<file path="config.mk">
export PLATFORM = sky130hd
export DESIGN_NAME = bnbig_ctrl
export DESIGN_NICKNAME = d
export VERILOG_FILES = /design/src/rtl/bnbig_pkg.sv /design/src/rtl/bnbig_ctrl.sv
export VERILOG_INCLUDE_DIRS = /design/src /design/src/rtl
export SDC_FILE = /design/constraint.sdc
export NUM_CORES = 1
export LEC_CHECK = 0
export BUFFER_PORTS_ARGS = -buffer_cell sky130_fd_sc_hd__buf_4
export CORE_AREA = 4 4 43 63
export CTS_CLUSTER_DIAMETER = 60
export DETAILED_ROUTE_END_ITERATION = 8
export DIE_AREA = 0 0 47 67
export MAX_ROUTING_LAYER = met4
export PLACE_DENSITY_LB_ADDON = 0.3
export SETUP_SLACK_MARGIN = 0.02
export SLEW_MARGIN = 40
export SYNTH_ARGS = -nofsm -noshare
export SYNTH_HDL_FRONTEND = slang
export SYNTH_SLANG_ARGS = --single-unit
</file>
<file path="constraint.sdc">
create_clock -name clk -period 1.78 [get_ports clk]
set_input_delay 0.178 -clock clk [delete_from_list [all_inputs] [get_ports clk]]
set_output_delay 0.178 -clock clk [all_outputs]
set_load 0.03 [all_outputs]
</file>
<file path="src/rtl/batchnorm_backward_input_gradient_macros.svh">
// assertion macros for the batch-norm input gradient block
`ifndef BATCHNORM_BACKWARD_INPUT_GRADIENT_MACROS_SVH
`define BATCHNORM_BACKWARD_INPUT_GRADIENT_MACROS_SVH
`ifndef SYNTHESIS
`define BNBIG_ASSERT_IMP(lbl, clk, rst_n, ante, cons) \
  lbl: assert property (@(posedge clk) disable iff (!rst_n) (ante) |-> (cons)) \
    else $error("implication check failed");
`define BNBIG_ASSERT_NXT(lbl, clk, rst_n, ante, cons) \
  lbl: assert property (@(posedge clk) disable iff (!rst_n) (ante) |=> (cons)) \
    else $error("next-cycle check failed");
`else
`define BNBIG_ASSERT_IMP(lbl, clk, rst_n, ante, cons)
`define BNBIG_ASSERT_NXT(lbl, clk, rst_n, ante, cons)
`endif
`endif

</file>
<file path="src/rtl/bnbig_pkg.sv">
// shared types, constants and helpers of the batch-norm input gradient block
package bnbig_pkg;

  localparam int NW          = 13;
  localparam int IDX_W       = 12;
  localparam int DW          = 32;
  localparam int DIV_W       = 96;
  localparam int ACC_W       = 96;
  localparam int SQ_STEPS    = 32;
  localparam int IN_TDATA_W  = 144;
  localparam int OUT_TDATA_W = 48;
  localparam int MAX_ELEMENTS_DEF = 4096;
  localparam int FRAC_BITS_DEF    = 16;
  localparam logic [NW-1:0] EC_RESET = 13'd4096;

  typedef enum logic [4:0] {
    OP_NONE,
    OP_SQ_INIT,
    OP_SQ_STEP,
    OP_RCP_START,
    OP_RCP_FIN,
    OP_L_MUL1,
    OP_L_SAT,
    OP_L_MUL2,
    OP_L_ACC,
    OP_D_RD,
    OP_D_MAG,
    OP_MUL_LO,
    OP_MUL_HI,
    OP_MUL_ADD,
    OP_D_TERM,
    OP_D_T,
    OP_D_ABS,
    OP_D_DIV,
    OP_D_OUT
  } dp_op_t;

  typedef struct packed {
    logic   capture;
    dp_op_t op;
  } dp_cmd_t;

  typedef struct packed {
    logic in_range;
    logic is_drain;
    logic idx_zero;
    logic div_done;
    logic out_free;
  } dp_stat_t;

  function automatic logic [63:0] mag64(input logic [63:0] x);
    return x[63] ? (~x + 64'd1) : x;
  endfunction

  function automatic logic [31:0] mag32(input logic [31:0] x);
    return x[31] ? (~x + 32'd1) : x;
  endfunction

endpackage

</file>
<file path="src/rtl/bnbig_ctrl.sv">
// controller: sequences load, reciprocal square root and drain steps
`include "batchnorm_backward_input_gradient_macros.svh"
module bnbig_ctrl (
  input  logic                clk,
  input  logic                rst_n,
  input  logic                in_tvalid,
  output logic                in_tready,
  input  bnbig_pkg::dp_stat_t stat,
  output bnbig_pkg::dp_cmd_t  cmd
);
  import bnbig_pkg::*;

  localparam int SCW = $clog2(SQ_STEPS);

  typedef enum logic [4:0] {
    S_IDLE, S_CHECK, S_SQ_INIT, S_SQ_STEP, S_RCP_START, S_RCP_WAIT, S_RCP_FIN,
    S_L_MUL1, S_L_SAT, S_L_MUL2, S_L_ACC,
    S_D_RD, S_D_MAG, S_D_M0, S_D_M1, S_D_M2, S_D_TERM, S_D_T, S_D_ABS,
    S_D_P0, S_D_P1, S_D_P2, S_D_DIV, S_D_WAIT, S_D_OUT
  } state_t;

  state_t         state_r, state_nxt;
  logic [SCW-1:0] sq_cnt_r, sq_cnt_nxt;

  assign in_tready   = state_r == S_IDLE;
  assign cmd.capture = in_tvalid && in_tready;

  always_comb begin
    state_nxt  = state_r;
    sq_cnt_nxt = sq_cnt_r;
    cmd.op     = OP_NONE;
    case (state_r)
      S_IDLE: if (in_tvalid) state_nxt = S_CHECK;
      S_CHECK: begin
        if (!stat.in_range) state_nxt = S_IDLE;
        else if (stat.is_drain) state_nxt = S_D_RD;
        else if (stat.idx_zero) state_nxt = S_SQ_INIT;
        else state_nxt = S_L_MUL1;
      end
      S_SQ_INIT: begin
        cmd.op     = OP_SQ_INIT;
        sq_cnt_nxt = '0;
        state_nxt  = S_SQ_STEP;
      end
      S_SQ_STEP: begin
        cmd.op     = OP_SQ_STEP;
        sq_cnt_nxt = sq_cnt_r + SCW'(1);
        if (sq_cnt_r == SCW'(SQ_STEPS - 1)) state_nxt = S_RCP_START;
      end
      S_RCP_START: begin
        cmd.op    = OP_RCP_START;
        state_nxt = S_RCP_WAIT;
      end
      S_RCP_WAIT: if (stat.div_done) state_nxt = S_RCP_FIN;
      S_RCP_FIN: begin
        cmd.op    = OP_RCP_FIN;
        state_nxt = S_L_MUL1;
      end
      S_L_MUL1: begin
        cmd.op    = OP_L_MUL1;
        state_nxt = S_L_SAT;
      end
      S_L_SAT: begin
        cmd.op    = OP_L_SAT;
        state_nxt = S_L_MUL2;
      end
      S_L_MUL2: begin
        cmd.op    = OP_L_MUL2;
        state_nxt = S_L_ACC;
      end
      S_L_ACC: begin
        cmd.op    = OP_L_ACC;
        state_nxt = S_IDLE;
      end
      S_D_RD: begin
        cmd.op    = OP_D_RD;
        state_nxt = S_D_MAG;
      end
      S_D_MAG: begin
        cmd.op    = OP_D_MAG;
        state_nxt = S_D_M0;
      end
      S_D_M0: begin
        cmd.op    = OP_MUL_LO;
        state_nxt = S_D_M1;
      end
      S_D_M1: begin
        cmd.op    = OP_MUL_HI;
        state_nxt = S_D_M2;
      end
      S_D_M2: begin
        cmd.op    = OP_MUL_ADD;
        state_nxt = S_D_TERM;
      end
      S_D_TERM: begin
        cmd.op    = OP_D_TERM;
        state_nxt = S_D_T;
      end
      S_D_T: begin
        cmd.op    = OP_D_T;
        state_nxt = S_D_ABS;
      end
      S_D_ABS: begin
        cmd.op    = OP_D_ABS;
        state_nxt = S_D_P0;
      end
      S_D_P0: begin
        cmd.op    = OP_MUL_LO;
        state_nxt = S_D_P1;
      end
      S_D_P1: begin
        cmd.op    = OP_MUL_HI;
        state_nxt = S_D_P2;
      end
      S_D_P2: begin
        cmd.op    = OP_MUL_ADD;
        state_nxt = S_D_DIV;
      end
      S_D_DIV: begin
        cmd.op    = OP_D_DIV;
        state_nxt = S_D_WAIT;
      end
      S_D_WAIT: if (stat.div_done) state_nxt = S_D_OUT;
      S_D_OUT: begin
        // hold the result until the output word is free
        if (stat.out_free) begin
          cmd.op    = OP_D_OUT;
          state_nxt = S_IDLE;
        end
      end
      default: state_nxt = S_IDLE;
    endcase
  end

  always_ff @(posedge clk) begin
    if (!rst_n) begin
      state_r  <= S_IDLE;
      sq_cnt_r <= '0;
    end else begin
      state_r  <= state_nxt;
      sq_cnt_r <= sq_cnt_nxt;
    end
  end

  `BNBIG_ASSERT_NXT(a_accept_check, clk, rst_n, in_tvalid && in_tready, state_r == S_CHECK)
  `BNBIG_ASSERT_IMP(a_div_done_wait, clk, rst_n, stat.div_done, (state_r == S_RCP_WAIT) || (state_r == S_D_WAIT))
  `BNBIG_ASSERT_IMP(a_out_free, clk, rst_n, cmd.op == OP_D_OUT, stat.out_free)

endmodule

</file>
==> summary.txt <==
Outcome
  – Status: finished clean

GRT
  – First-pass GRT wire length: 4091 um
  – Overflow after GRT: 0
  – Vias in the first global route: 945
  – Largest net degree at the start of global routing: 16
  – GRT Util Overall: a little under a fifth
  – Antenna violations before repair: 0

Setup path
  – Startpoint Class: flop
  – R2R Setup Slk: 100 ps
  – CP Class: reg2reg
  – Crit-path max FO: 3
  – Cell count of the worst reg-to-reg path: 7
  – Worst Path Arrival: roughly 1900 ps
  – Critical Path RT: 1970 ps
  – Worst Setup End Kind: flop
  – Reg2reg start: sq_cnt_r[0]
  – Critical path origin: sq_cnt_r[0]

CTS
  – Root buffer selected by CTS: clkbuf_4
  – Worst-skew pair later-pin latency: between 200 and 300 ps
  – CTS tree: yes
  – Worst-path clk slew: 70 ps
  – Clock tree buffer depth: 2
  – Clk sink count: 10
  – Inserted Clock Buffers: 3
  – H-tree depth: 1

Power
  – Combinational share of power: 54.5%
  – Lkg Pwr: 0.0004585 uW
  – Pwr per Cell Area: between 900 and 1000 nW/um^2
  – Pwr Total: 1133 uW
  – Max VDD drop: around 0.42 mV
  – Internal Power: 665.9 uW
  – Sequential group share of total power: 28.0%
  – Switching share of total power: 41.24%
  – Sw power: 467.3 uW
  – Part of the power in the clock network: between 10% and 20%

Drt
  – Vias per cell: about 6.0
  – Pre-antenna DRT Iters: 4
  – Final wirelength: 2479 um
  – Routed vias: 960
  – First DRT Iteration DRCs: 15
  – Per-cell routed wire length: between 15 and 20 um
  – DRC viols: 0
  – Remaining antenna violation count after routing: 0

Die
  – Site Rows: 21
  – I/O pins: 15
  – Die X: 47 um
  – Die Ht: 67 um
  – Die ar.: approximately 3100 um^2
  – Core area: roughly 2200 um^2
  – Starting density of the core: roughly two fifths

Yosys
  – Post-synthesis cell type count: 49
  – Post-synth EDFFs: 0
  – Yosys reg bits: 10
  – Synth warn: 0
  – Cells after Synth: 118
  – Async SR Flop Fraction: 0%
  – Syn avg cell area: ~7.8 um^2
  – Post-synthesis net count: 128
  – Most used DFF post-synth: dfxtp_1
  – Syn Std Cell Area: 917.1 um^2
  – Sequential share of the synthesized area: 21.83%

Final layout
  – ANT cells: 0
  – Layout Nets: between 100 and 150
  – Most common cell after layout, fill and taps aside: buf_4
  – Commonest non-fill, non-tap cells in the layout: buf_4, nand2_1, a21oi_1
  – Post-layout util: 53.12%
  – Share of cells above drive strength 1: about 36%
  – Area growth from synthesis to layout: 27.83%
  – Fin area: 1172 um^2

STA
  – Final critical-path required period: 1684 ps
  – Fmax achieved: 0.5938 GHz
  – Slew @ Worst Pin: around 360 ps
  – Fin crit share: 94.61%
  – Final Hold Fails: 0
  – Final Setup Violations: 0
  – Setup WS post-layout: 95.91 ps
  – Clk_skew: around 3.9 ps
  – RSZ-0062 raised after global routing: no
  – Slew Limit Headroom: 75.76%
  – Max-slew violations: 0
  – Setup TNS: 0 ps

Placement
  – Worst slack at placement: 81.66 ps
  – Count of buffers from port buffering: 14
  – Post-DP HPWL: 1882 um
  – Placed instance area: 1079 um^2
  – Final Wtd Congestion: 0.9156

Hold path
  – Hold path startpoint: rst_n
  – Hold depth: 3
  – Worst min path class: in2reg

Run
  – Maxcap violations: 0
## kinds of logic after synthesis
family	Yosys count	share of synthesized area, %
simple gates	48	32.47
compound gates	38	28.11
buf+inv	15	9.822
flops	10	21.83
xor+xnor	3	2.865
mux	2	2.183
fa+ha+maj	2	2.728
## per-layer routing
layer	wire (um)	vias up	track usage [%]
met5	0	-	-
met4	0	0	8.997
met3	110	0	1.622
met2	1398	27	32.31
met1	970	453	18.71
li1	-	480	-
## metrics by stage
stage          cells  hold slack (ps)
2_1_floorplan    118            310.6
3_3_place_gp     155            469.8
3_5_place_dp     155            477.2
4_1_cts          161            179.0
5_1_grt          161            197.1
6_report         161            187.6
## synth_stat cells (2+ instances only)
library cell | n | area [um^2]
nor2_1 | 6 | 22.52
buf_6 | 3 | 33.78
and3_1 | 2 | 12.51
nand3_1 | 4 | 20.02
nand2b_1 | 3 | 18.77
dfxtp_1 | 10 | 200.2
a22oi_1 | 2 | 15.01
xnor2_1 | 2 | 17.52
o21ai_0 | 7 | 35.03
nand2_1 | 9 | 33.78
o21ai_1 | 2 | 10.01
inv_1 | 4 | 15.01
a21oi_1 | 6 | 30.03
ha_1 | 2 | 25.02
mux2i_1 | 2 | 20.02
nor3_1 | 5 | 25.02
nor2b_1 | 3 | 18.77
o32ai_1 | 2 | 17.52
a21boi_0 | 3 | 22.52
nor3b_1 | 3 | 22.52
nand4_1 | 2 | 12.51
a211oi_1 | 2 | 15.01
buf_2 | 6 | 30.03
o22ai_1 | 3 | 18.77
## sequential cells by signal (all words and copies together), names as in the netlist
signal / flops
sq_cnt_r: 5
state_r: 5
## power groups by stage
| stage | clock network (uW) | logic, uW | registers, uW |
|---|---|---|---|
| 3_3_place_gp | 0 | 562 | 313 |
| 5_1_grt | 220 | 665 | 322 |
| 6_report | 198 | 617 | 318 |
| 2_1_floorplan | 0 | 441 | 256 |
| 3_5_place_dp | 0 | 565 | 312 |
| 4_1_cts | 207 | 602 | 316 |
## worst paths after layout
check,to
max,state_r[1]
min,state_r[4]
max reg2reg,state_r[1]
min reg2reg,sq_cnt_r[4]
## what timing repair did
| action | 4_1_cts | 5_1_grt |
|---|---|---|
| resized for setup | 10 | 8 |
| setup endpoints to repair | 6 | 10 |
| pin swaps | 3 | 2 |
| hold buffers | 0 | 0 |
| buffers inserted | 3 | 0 |
## critical path: stages (launching register included)
cell and delay, ps:
dfxtp_1 330, ha_1 230, and3_1 190, ha_1 190, nor4b_1 260, o21bai_1 90
a31o_2 250, o21ai_1 70
## final cells by class
class                      instances  area, um^2
clock buffer                       4       36.28
fill                             221        1035
inverter                           4       15.01
multi-input combinational         93       666.9
sequential                        10       211.5
tap                               23       28.78
timing repair buffer              27       214.0
Power figures use the tool's default switching activity.
